<file path="src/design/dlpd_pkg.sv">
`default_nettype none

package dlpd_pkg;

    localparam int CAPACITY    = 1024;
    localparam int ADDR_W      = $clog2(CAPACITY);
    localparam int CNT_W       = $clog2(CAPACITY + 1);
    localparam int COUNT_W     = 11;
    localparam int VALUE_W     = 32;
    localparam int MAG_W       = VALUE_W + 4;
    localparam int MAX_RESULTS = 2;
    localparam int RESQ_DEPTH  = 4;
    localparam int RESQ_PTR_W  = $clog2(RESQ_DEPTH);
    localparam int RESQ_CNT_W  = $clog2(RESQ_DEPTH + 1);

    localparam logic [7:0] CH_NUL   = 8'd0;
    localparam logic [7:0] CH_TAB   = 8'd9;
    localparam logic [7:0] CH_CR    = 8'd13;
    localparam logic [7:0] CH_SPACE = 8'd32;
    localparam logic [7:0] CH_PLUS  = 8'h2B;
    localparam logic [7:0] CH_MINUS = 8'h2D;
    localparam logic [7:0] CH_ZERO  = 8'd48;
    localparam logic [7:0] CH_NINE  = 8'd57;

    localparam logic [MAG_W-1:0] POS_LIMIT = MAG_W'(32'h7FFF_FFFF);
    localparam logic [MAG_W-1:0] NEG_LIMIT = MAG_W'(32'h8000_0000);

    typedef enum logic [2:0] {
        ST_OK     = 3'd0,
        ST_SYNTAX = 3'd1,
        ST_RANGE  = 3'd2,
        ST_DUP    = 3'd3,
        ST_EMPTY  = 3'd4,
        ST_FULL   = 3'd5,
        ST_DONE   = 3'd6
    } status_t;

    typedef enum logic [1:0] {
        PH_SKIP,
        PH_SIGNED,
        PH_DIGITS
    } phase_t;

    typedef enum logic [1:0] {
        S_IDLE,
        S_STEP,
        S_SEARCH,
        S_FINISH
    } state_t;

    typedef struct packed {
        status_t                    status;
        logic signed [VALUE_W-1:0]  value;
        logic [COUNT_W-1:0]         count;
        logic                       run_end;
    } result_t;

endpackage

`default_nettype wire

</file>
<file path="src/design/dlpd_channels.sv">
`default_nettype none


interface dlpd_res_if;
    logic                                 valid;
    logic                                 ready;
    dlpd_pkg::status_t                    status;
    logic signed [dlpd_pkg::VALUE_W-1:0]  value;
    logic [dlpd_pkg::COUNT_W-1:0]         count;
    logic                                 run_end;

    modport source (output valid, output status, output value, output count,
                    output run_end, input ready);
    modport sink   (input valid, input status, input value, input count,
                    input run_end, output ready);
endinterface

`default_nettype wire

</file>
<file path="src/design/dlpd_resq.sv">
`default_nettype none

module dlpd_resq (
    input  wire logic               clk,
    input  wire logic               rst_n,
    input  wire logic               push,
    input  wire dlpd_pkg::result_t  push_data,
    output logic                    room,
    dlpd_res_if.source              res
);
    import dlpd_pkg::*;

    result_t                 slot_reg [RESQ_DEPTH];
    logic [RESQ_PTR_W-1:0]   wr_ptr_reg, wr_ptr_next;
    logic [RESQ_PTR_W-1:0]   rd_ptr_reg, rd_ptr_next;
    logic [RESQ_CNT_W-1:0]   fill_reg, fill_next;
    logic                    pop;
    result_t                 head;

    assign pop  = res.valid && res.ready;
    assign head = slot_reg[rd_ptr_reg];

    assign res.valid   = (fill_reg != '0);
    assign res.status  = head.status;
    assign res.value   = head.value;
    assign res.count   = head.count;
    assign res.run_end = head.run_end;

    // leave space for every result one request can raise
    assign room = (fill_reg <= RESQ_CNT_W'(RESQ_DEPTH - MAX_RESULTS));

    always_comb
    begin
        wr_ptr_next = push ? wr_ptr_reg + RESQ_PTR_W'(1) : wr_ptr_reg;
        rd_ptr_next = pop  ? rd_ptr_reg + RESQ_PTR_W'(1) : rd_ptr_reg;
        fill_next   = fill_reg + RESQ_CNT_W'(push) - RESQ_CNT_W'(pop);
    end

    always_ff @(posedge clk)
    begin
        if (push)
        begin
            slot_reg[wr_ptr_reg] <= push_data;
        end
    end

    always_ff @(posedge clk or negedge rst_n)
    begin
        if (!rst_n)
        begin
            wr_ptr_reg <= '0;
            rd_ptr_reg <= '0;
            fill_reg   <= '0;
        end
        else
        begin
            wr_ptr_reg <= wr_ptr_next;
            rd_ptr_reg <= rd_ptr_next;
            fill_reg   <= fill_next;
        end
    end

endmodule

`default_nettype wire

</file>
<file path="src/flat_wrapper.sv">
// flat-port wrapper written by rule: the top's interface ports become plain ports
module dlpd_resq_flat import dlpd_pkg::*;
  (clk, rst_n, push, push_data, room, res_valid, res_status, res_value, res_count, res_run_end, res_ready);
  dlpd_res_if res_i ();
  input  wire logic clk;
  input  wire logic rst_n;
  input  wire logic push;
  input  wire dlpd_pkg::result_t push_data;
  output logic room;
  output wire logic [$bits(res_i.valid)-1:0] res_valid;
  output wire logic [$bits(res_i.status)-1:0] res_status;
  output wire logic [$bits(res_i.value)-1:0] res_value;
  output wire logic [$bits(res_i.count)-1:0] res_count;
  output wire logic [$bits(res_i.run_end)-1:0] res_run_end;
  input wire logic [$bits(res_i.ready)-1:0] res_ready;
  assign res_valid = res_i.valid;
  assign res_status = res_i.status;
  assign res_value = res_i.value;
  assign res_count = res_i.count;
  assign res_run_end = res_i.run_end;
  assign res_i.ready = res_ready;
  dlpd_resq u_core (.clk(clk), .rst_n(rst_n), .push(push), .push_data(push_data), .room(room), .res(res_i));
endmodule
</file>
<file path="config.mk">
export PLATFORM = sky130hd
export DESIGN_NAME = dlpd_resq_flat
export DESIGN_NICKNAME = d
export VERILOG_FILES = /design/src/design/dlpd_pkg.sv /design/src/design/dlpd_channels.sv /design/src/design/dlpd_resq.sv /design/src/flat_wrapper.sv
export SDC_FILE = /design/constraint.sdc
export NUM_CORES = 1
export LEC_CHECK = 0
export ABC_AREA = 1
export BUFFER_PORTS_ARGS = -buffer_cell sky130_fd_sc_hd__buf_2
export CAP_MARGIN = 20
export CORE_MARGIN = 4
export CORE_UTILIZATION = 52
export CTS_CLUSTER_DIAMETER = 100
export CTS_CLUSTER_SIZE = 24
export DETAILED_ROUTE_END_ITERATION = 6
export GPL_TIMING_DRIVEN = 0
export PLACE_DENSITY = 0.76
export SLEW_MARGIN = 20
export SYNTH_ARGS = -nofsm -noshare
export SYNTH_HDL_FRONTEND = slang
export SYNTH_SLANG_ARGS = --single-unit
</file>
<file path="constraint.sdc">
create_clock -name clk -period 2.08 [get_ports clk]
set_input_delay 0.52 -clock clk [delete_from_list [all_inputs] [get_ports clk]]
set_output_delay 0.52 -clock clk [all_outputs]
set_load 0.01 [all_outputs]
</file>
==> impl_metrics.prom, run 1 <==
# TYPE chip_impl_metric gauge
chip_impl_metric{name="finish.utilization",unit="%"} 63.7
chip_impl_metric{name="synth_async_sr_flop_share",unit="%"} 3.59
chip_impl_metric{name="groute.layer.met1.usage",unit="%"} 24.1
chip_impl_info{name="critical_path.startpoint_type",value="register"} 1
chip_impl_metric{name="cts-htree-levels",unit=""} 4
chip_impl_metric{name="antenna_found_initial",unit=""} 1
chip_impl_metric{name="grt_max_degree",unit=""} 27
chip_impl_metric{name="drv.max_cap_violation_count",unit=""} 0
chip_impl_metric{name="track_usage",unit="%"} 20.2
chip_impl_metric{name="n_fill_cell",unit=""} 1106
chip_impl_metric{name="syn-mean-instance-area",unit="sq um"} 12.1
chip_impl_metric{name="cpPeakStageDelay",unit="ps"} 390
chip_impl_metric{name="fp.coreArea",unit="sq um"} 14600
chip_impl_metric{name="gpl_wtd_cong",unit=""} 0.748
chip_impl_metric{name="crit_required",unit="ps"} 1560
chip_impl_metric{name="drt_pass1_iterations",unit=""} 7
chip_impl_metric{name="mappedNetlistNets",unit=""} 706
chip_impl_metric{name="syn_inst_count",unit=""} 647
chip_impl_metric{name="grt_util_met3",unit="%"} 5.12
chip_impl_info{name="routing_layer_with_the_top_usage_in_global_route",value="met2"} 1
chip_impl_metric{name="tritoncts.num_buffers",unit=""} 17
chip_impl_info{name="ys_dominant_reg_cell",value="sky130_fd_sc_hd__edfxtp_1"} 1
chip_impl_info{name="critical-path-slowest-cell",value="sky130_fd_sc_hd__dfrtp_1"} 1
chip_impl_metric{name="die_h",unit="um"} 131
chip_impl_metric{name="drc_errors",unit=""} 0
chip_impl_metric{name="critical_path.max_fanout",unit=""} 10
chip_impl_info{name="run_status",value="finished, violations left"} 1
chip_impl_metric{name="ioPinCount",unit=""} 100
chip_impl_metric{name="first_global_vias",unit=""} 5057
chip_impl_metric{name="die_x",unit="um"} 131
chip_impl_metric{name="maximum_clock_frequency",unit="MHz"} 443
chip_impl_metric{name="cts-root-to-sink-buffers",unit=""} 2
chip_impl_metric{name="insertedDiodeCount",unit=""} 0
chip_impl_metric{name="insertion_delay",unit="ps"} 430
chip_impl_info{name="violations",value="negative setup slack"} 1
chip_impl_metric{name="place_inst",unit=""} 934
chip_impl_info{name="cp-end-kind",value="output port"} 1
chip_impl_metric{name="detail_route.iter0.violations",unit=""} 372
chip_impl_info{name="cts-root-buf",value="sky130_fd_sc_hd__clkbuf_16"} 1
chip_impl_metric{name="synth.lib_cells_used.distinct",unit=""} 18
chip_impl_metric{name="post_layout_nonfiller_instances",unit=""} 970
chip_impl_metric{name="flow.area_growth_from_synthesis",unit="%"} 19.0
chip_impl_metric{name="maxSlewViolCount",unit=""} 0
chip_impl_metric{name="route.detailed.vias_per_inst",unit=""} 5.21
chip_impl_metric{name="number_of_enable_type_register_cells_in_the_synthesized_netlist",unit=""} 188
chip_impl_metric{name="yosys_warnings",unit=""} 0
chip_impl_metric{name="layout-drive-gt1-share",unit="%"} 23.4
chip_impl_info{name="critPathMostFrequentCell",value="sky130_fd_sc_hd__buf_6"} 1
chip_impl_metric{name="number_of_sinks_on_the_clock_net",unit=""} 195
chip_impl_info{name="hold_path_class",value="in2reg"} 1
chip_impl_metric{name="area_of_the_die",unit="sq um"} 17100
chip_impl_metric{name="ys_ff_latch",unit=""} 195
chip_impl_metric{name="io_buffer_count",unit=""} 99
chip_impl_metric{name="cellPowerDensity",unit="nW/um^2"} 1460
chip_impl_metric{name="num_rows",unit=""} 44
chip_impl_metric{name="setup_tns",unit="ps"} -5760
chip_impl_metric{name="rrSetupSlack",unit="ps"} 140
chip_impl_metric{name="place.detailed.hpwl",unit="um"} 10500
chip_impl_metric{name="min_period",unit="ps"} 2260
chip_impl_metric{name="final-hold-violation-count",unit=""} 0
chip_impl_info{name="synth.most_common_cell",value="sky130_fd_sc_hd__edfxtp_1"} 1
chip_impl_metric{name="num_vias",unit=""} 5055
chip_impl_metric{name="crit_arrival",unit="ps"} 1740
chip_impl_info{name="crit_chain",value="buf_6 -> buf_12 -> buf_6 -> nor2_2 -> nor2_1 -> o21ai_1 -> nand2_1 -> buf_2"} 1
chip_impl_info{name="synth_commonest_cells",value="sky130_fd_sc_hd__edfxtp_1, sky130_fd_sc_hd__nand2_1, sky130_fd_sc_hd__nor2_1"} 1
chip_impl_metric{name="min_period_over_period",unit="%"} 109
chip_impl_metric{name="finalClockSkew",unit="ps"} 8.44
chip_impl_metric{name="setup_ws",unit="ps"} -179
chip_impl_info{name="yosys.area.top_type",value="sky130_fd_sc_hd__edfxtp_1"} 1
chip_impl_metric{name="initial_core_util",unit="%"} 53.6
chip_impl_metric{name="routed_wirelength",unit="um"} 17000
chip_impl_metric{name="setup-violations-final",unit=""} 47
chip_impl_info{name="clock_tree_from_tritoncts",value="yes"} 1
chip_impl_metric{name="slew_headroom",unit="%"} 58.0
chip_impl_metric{name="clk_pin_slew",unit="ps"} 70
chip_impl_metric{name="ant_nets",unit=""} 0
chip_impl_metric{name="synth_sequential_area_ratio",unit="%"} 74.2
chip_impl_metric{name="peak_supply_drop",unit="V"} 0.00109
chip_impl_metric{name="power.leakage",unit="nW"} 3.81
chip_impl_metric{name="grt.met2_usage",unit="%"} 34.9
chip_impl_metric{name="post_synth_instance_area",unit="sq um"} 7840
chip_impl_metric{name="grt.overflow.total",unit=""} 0
chip_impl_metric{name="yosys.area.top_type_share",unit="%"} 72.0
chip_impl_info{name="crit_type",value="reg2out"} 1
chip_impl_info{name="synth_area_leaders",value="sky130_fd_sc_hd__edfxtp_1, sky130_fd_sc_hd__nand2_1, sky130_fd_sc_hd__nor2_1"} 1
chip_impl_metric{name="layout.nets",unit=""} 832
chip_impl_metric{name="avgRoutedWirePerCell",unit="um"} 17.5
chip_impl_metric{name="grt_pass1_wl",unit="um"} 25400
chip_impl_metric{name="worstMarginPinSlew",unit="ps"} 628
chip_impl_metric{name="largest_reg_flops",unit=""} 188
chip_impl_info{name="setup_repair_after_global_routing_missed_its_margin",value="true"} 1
per-stage QoR:
step / instance area (sq um) / worst slack [ps] / hold WS (ps) / total power, mW
finish: 9330 / -179 / 296 / 13.6
global placement: 8580 / -485 / 356 / 10.2
detailed placement: 8660 / -153 / 364 / 10.4
floorplan: 7860 / 171 / 224 / 8.43
global route: 9330 / -263 / 294 / 14.4
CTS: 9280 / -190 / 284 / 13.6
final cells by class:
cell class,count,area [sq um],share of cell area [%]
Timing Repair inverter,2,12.5,0.134
Clock buffer,19,433,4.64
Sequential cell,195,5820,62.4
Multi-Input combinational cell,357,1580,16.9
Clock inverter,13,134,1.44
Tap cell,184,230,2.47
Inverter,63,251,2.70
Buffer,32,268,2.87
Timing Repair Buffer,105,599,6.42
power breakdown:
group	switching [mW]	total, mW	internal, mW
logic	3.29	5.11	1.83
registers	0.198	5.35	5.15
clock network	1.38	3.14	1.77
metal layers:
layer / wire [um] / share of wire [%] / vias to the layer above
met5: 14 / 0.082 / -
met4: 316 / 1.9 / 2
met3: 1240 / 7.3 / 35
met2: 8790 / 52 / 191
met1: 6660 / 39 / 2402
li1: - / - / 2425
logic make-up (layout without fill, tap and decap cells):
logic type      count (synthesis)  in the layout  share of synthesized area [%]
compound gates                 96             96                           6.17
simple gates                  251            251                           12.0
buf+inv                        95            234                           5.97
fa+ha+maj                       8              8                           1.37
xor+xnor                        2              2                          0.223
flops                         195            195                           74.2
critical path, delay by kind of cell, from the launching register on:
kind,cells,cell delay (ps)
simple gates,3,230
compound gates,1,90
flops,1,390
buf+inv,4,590
path summary, 6_finish.rpt:
check                                    endpoint  cells past startpoint                  from
max reg2reg                    u_core.fill_reg[2]                     10    u_core.fill_reg[1]
min in group asynchronous      u_core.fill_reg[0]                      2                 rst_n
min reg2reg                  u_core.rd_ptr_reg[1]                      2  u_core.rd_ptr_reg[1]
max in group asynchronous      u_core.fill_reg[1]                      2                 rst_n
max                                 res_value[15]                      8  u_core.rd_ptr_reg[0]
min                        u_core.slot_reg[0][45]                      1         push_data[45]
placed cells by master, fill, tap and decap left out, types with 6 or more instances in the layout:
| master | count |
|---|---|
| sky130_fd_sc_hd__buf_2 | 107 |
| sky130_fd_sc_hd__buf_6 | 14 |
| sky130_fd_sc_hd__clkinvlp_4 | 7 |
| sky130_fd_sc_hd__nor2_1 | 86 |
| sky130_fd_sc_hd__edfxtp_1 | 188 |
| sky130_fd_sc_hd__o21ai_0 | 51 |
| sky130_fd_sc_hd__inv_1 | 57 |
| sky130_fd_sc_hd__dfrtp_1 | 6 |
| sky130_fd_sc_hd__nand2_1 | 153 |
| sky130_fd_sc_hd__clkbuf_16 | 17 |
| sky130_fd_sc_hd__ha_1 | 7 |
| sky130_fd_sc_hd__nor2_2 | 9 |
| sky130_fd_sc_hd__o21ai_1 | 44 |
repair_timing:
action	CTS	global route
setup buffers	0	1
gates cloned	1	1
pin swaps	1	1
gates resized for setup	20	15
endpoints found under the hold margin	7	0
endpoints found under the setup margin	70	73
hold buffers	1	0
Note: power is estimated with default switching activity, not from simulation.
==> run 2: changes to the inputs <==
- CORE_UTILIZATION: 52 -> 57
- PLACE_DENSITY: 0.76 -> 0.79
- clock period: 2.08 -> 2.5 ns (I/O delays scaled with it)
==> impl_metrics.prom, run 2 (same netlist as run 1, synthesis figures left out) <==
# TYPE chip_impl_metric gauge
chip_impl_metric{name="cts-htree-levels",unit=""} 4
chip_impl_metric{name="first_global_vias",unit=""} 5118
chip_impl_metric{name="worstMarginPinSlew",unit="ps"} 709
chip_impl_metric{name="antenna_found_initial",unit=""} 4
chip_impl_metric{name="grt.overflow.total",unit=""} 0
chip_impl_info{name="cts-root-buf",value="sky130_fd_sc_hd__clkbuf_16"} 1
chip_impl_metric{name="setup_ws",unit="ps"} 116
chip_impl_metric{name="largest_reg_flops",unit=""} 188
chip_impl_metric{name="grt_max_degree",unit=""} 48
chip_impl_metric{name="num_vias",unit=""} 5085
chip_impl_metric{name="clk_pin_slew",unit="ps"} 70
chip_impl_metric{name="maximum_clock_frequency",unit="MHz"} 419
chip_impl_metric{name="crit_required",unit="ps"} 1880
chip_impl_metric{name="slew_headroom",unit="%"} 52.8
chip_impl_metric{name="routed_wirelength",unit="um"} 16500
chip_impl_metric{name="flow.area_growth_from_synthesis",unit="%"} 16.7
chip_impl_metric{name="crit_arrival",unit="ps"} 1760
chip_impl_metric{name="critical_path.max_fanout",unit=""} 10
chip_impl_metric{name="place.detailed.hpwl",unit="um"} 9920
chip_impl_info{name="timing.rr.start",value="u_core.fill_reg[1]"} 1
chip_impl_info{name="cp-end-kind",value="output port"} 1
chip_impl_metric{name="setup_tns",unit="ps"} 0
chip_impl_info{name="run_status",value="finished clean"} 1
chip_impl_metric{name="finish.utilization",unit="%"} 68.5
chip_impl_metric{name="layout-drive-gt1-share",unit="%"} 21.5
chip_impl_metric{name="cellPowerDensity",unit="nW/um^2"} 1210
chip_impl_metric{name="drc_errors",unit=""} 0
chip_impl_metric{name="tritoncts.num_buffers",unit=""} 17
chip_impl_metric{name="switching_power",unit="mW"} 4.01
chip_impl_metric{name="avgRoutedWirePerCell",unit="um"} 17.2
chip_impl_metric{name="layout.nets",unit=""} 824
chip_impl_info{name="startpoint",value="u_core.rd_ptr_reg[1]"} 1
chip_impl_metric{name="drv.max_cap_violation_count",unit=""} 0
chip_impl_metric{name="area_of_the_die",unit="sq um"} 15700
chip_impl_info{name="layout.cells.most_common",value="sky130_fd_sc_hd__edfxtp_1"} 1
chip_impl_info{name="critical_path.startpoint_type",value="register"} 1
chip_impl_metric{name="detail_route.iter0.violations",unit=""} 457
chip_impl_metric{name="gpl_wtd_cong",unit=""} 0.764
chip_impl_metric{name="n_fill_cell",unit=""} 960
chip_impl_info{name="hold_path_class",value="in2async"} 1
chip_impl_metric{name="seq_power_share",unit="%"} 40.3
chip_impl_metric{name="multi_input_gate_area_in_the_final_layout",unit="sq um"} 1550
chip_impl_metric{name="min_period_over_period",unit="%"} 95.4
chip_impl_metric{name="ant_nets",unit=""} 0
chip_impl_metric{name="worst_hold_slack",unit="ps"} 10.7
chip_impl_metric{name="fp.coreArea",unit="sq um"} 13300
chip_impl_metric{name="track_usage",unit="%"} 21.3
chip_impl_metric{name="route.detailed.vias_per_inst",unit=""} 5.32
chip_impl_metric{name="num_rows",unit=""} 42
chip_impl_metric{name="die_h",unit="um"} 125
chip_impl_metric{name="switching_portion_of_total_power",unit="%"} 36.2
chip_impl_metric{name="min_period",unit="ps"} 2380
chip_impl_metric{name="drt_pass1_iterations",unit=""} 5
chip_impl_metric{name="preCtsSetupSlack",unit="ps"} 422
chip_impl_metric{name="power_frac_comb",unit="%"} 36.6
chip_impl_metric{name="cts-root-to-sink-buffers",unit=""} 2
chip_impl_metric{name="initial_core_util",unit="%"} 58.8
chip_impl_metric{name="grt_pass1_wl",unit="um"} 25700
chip_impl_metric{name="maxSlewViolCount",unit=""} 0
chip_impl_metric{name="io_buffer_count",unit=""} 99
chip_impl_metric{name="layout.area.seq",unit="sq um"} 5820
chip_impl_metric{name="ioPinCount",unit=""} 100
chip_impl_metric{name="peak_supply_drop",unit="V"} 0.00101
chip_impl_metric{name="insertion_delay",unit="ps"} 440
chip_impl_info{name="clock_tree_from_tritoncts",value="yes"} 1
chip_impl_metric{name="clock_power_share",unit="%"} 23.2
chip_impl_metric{name="die_x",unit="um"} 125
chip_impl_metric{name="finalClockSkew",unit="ps"} 5.85
chip_impl_metric{name="final-hold-violation-count",unit=""} 0
chip_impl_metric{name="power.leakage",unit="nW"} 3.77
chip_impl_info{name="crit_type",value="reg2out"} 1
chip_impl_metric{name="power_report.internal_total",unit="mW"} 7.05
chip_impl_info{name="highest_count_cells_in_the_layout_ignoring_fill_and_taps",value="sky130_fd_sc_hd__edfxtp_1, sky130_fd_sc_hd__nand2_1, sky130_fd_sc_hd__buf_2"} 1
chip_impl_metric{name="number_of_sinks_on_the_clock_net",unit=""} 195
chip_impl_metric{name="cts.repair_timing.setup_buffer_count",unit=""} 0
chip_impl_metric{name="setup-violations-final",unit=""} 0
run 2: cell type report:
type / instances / share of cell area, %
clock inverter: 13 / 1.38
buffer: 32 / 2.74
tap: 176 / 2.41
timing repair buffer: 99 / 5.42
inverter: 63 / 2.69
clock buffer: 19 / 4.73
multi-input combinational: 357 / 17.0
antenna: 1 / 0.0274
sequential: 195 / 63.6
run 2: metrics by stage:
step | std cells | cell area [sq um] | total power [mW]
after floorplan | 647 | 7840 | 7.01
after global placement | 922 | 8560 | 8.42
after detailed placement | 922 | 8570 | 8.56
after CTS | 954 | 9130 | 11.1
after global routing | 954 | 9150 | 11.7
final | 955 | 9150 | 11.1
run 2: repair_timing:
item | in CTS | in global routing
hold buffers | 0 | 0
resized for setup | 3 | 10
endpoints found under the setup margin | 5 | 29
cloned | 0 | 0
hold endpoints to repair | 0 | 0
run 2: path summary, 6_finish.rpt:
check | endpoint | slack (ps) | cells after the start
min in group clk | u_core.slot_reg[3][38] | 400 | 1
max in group asynchronous | u_core.fill_reg[1] | 2330 | 1
worst max-delay path | res_value[30] | 120 | 6
worst max register to register | u_core.fill_reg[2] | 460 | 10
worst min register to register | u_core.rd_ptr_reg[1] | 530 | 2
worst min-delay path | u_core.rd_ptr_reg[1] | 10 | 1
run 2: worst max-delay path, cell delays in order (launching register included):
cell,delay [ps]
sky130_fd_sc_hd__dfrtp_1,400
sky130_fd_sc_hd__inv_2,120
sky130_fd_sc_hd__clkbuf_4,230
sky130_fd_sc_hd__buf_2,260
sky130_fd_sc_hd__nand2_1,90
sky130_fd_sc_hd__nand2_1,90
sky130_fd_sc_hd__buf_2,130
run 2: layer usage:
layer / GRT usage [%] / routed length (um) / vias to the layer above
met3: 5.88 / 1230 / 34
met5: 0 / 42 / -
met2: 36.4 / 8460 / 205
li1: - / - / 2402
met4: 8.48 / 299 / 8
met1: 25.8 / 6440 / 2436
run 2: power by group through the flow:
stage	sequential, mW	clock (mW)	combinational (mW)
final	4.45	2.56	4.05
after global routing	4.50	2.72	4.49
after CTS	4.45	2.57	4.09
after detailed placement	4.52	0	4.04
after global placement	4.52	0	3.90
after floorplan	4.49	0	2.53
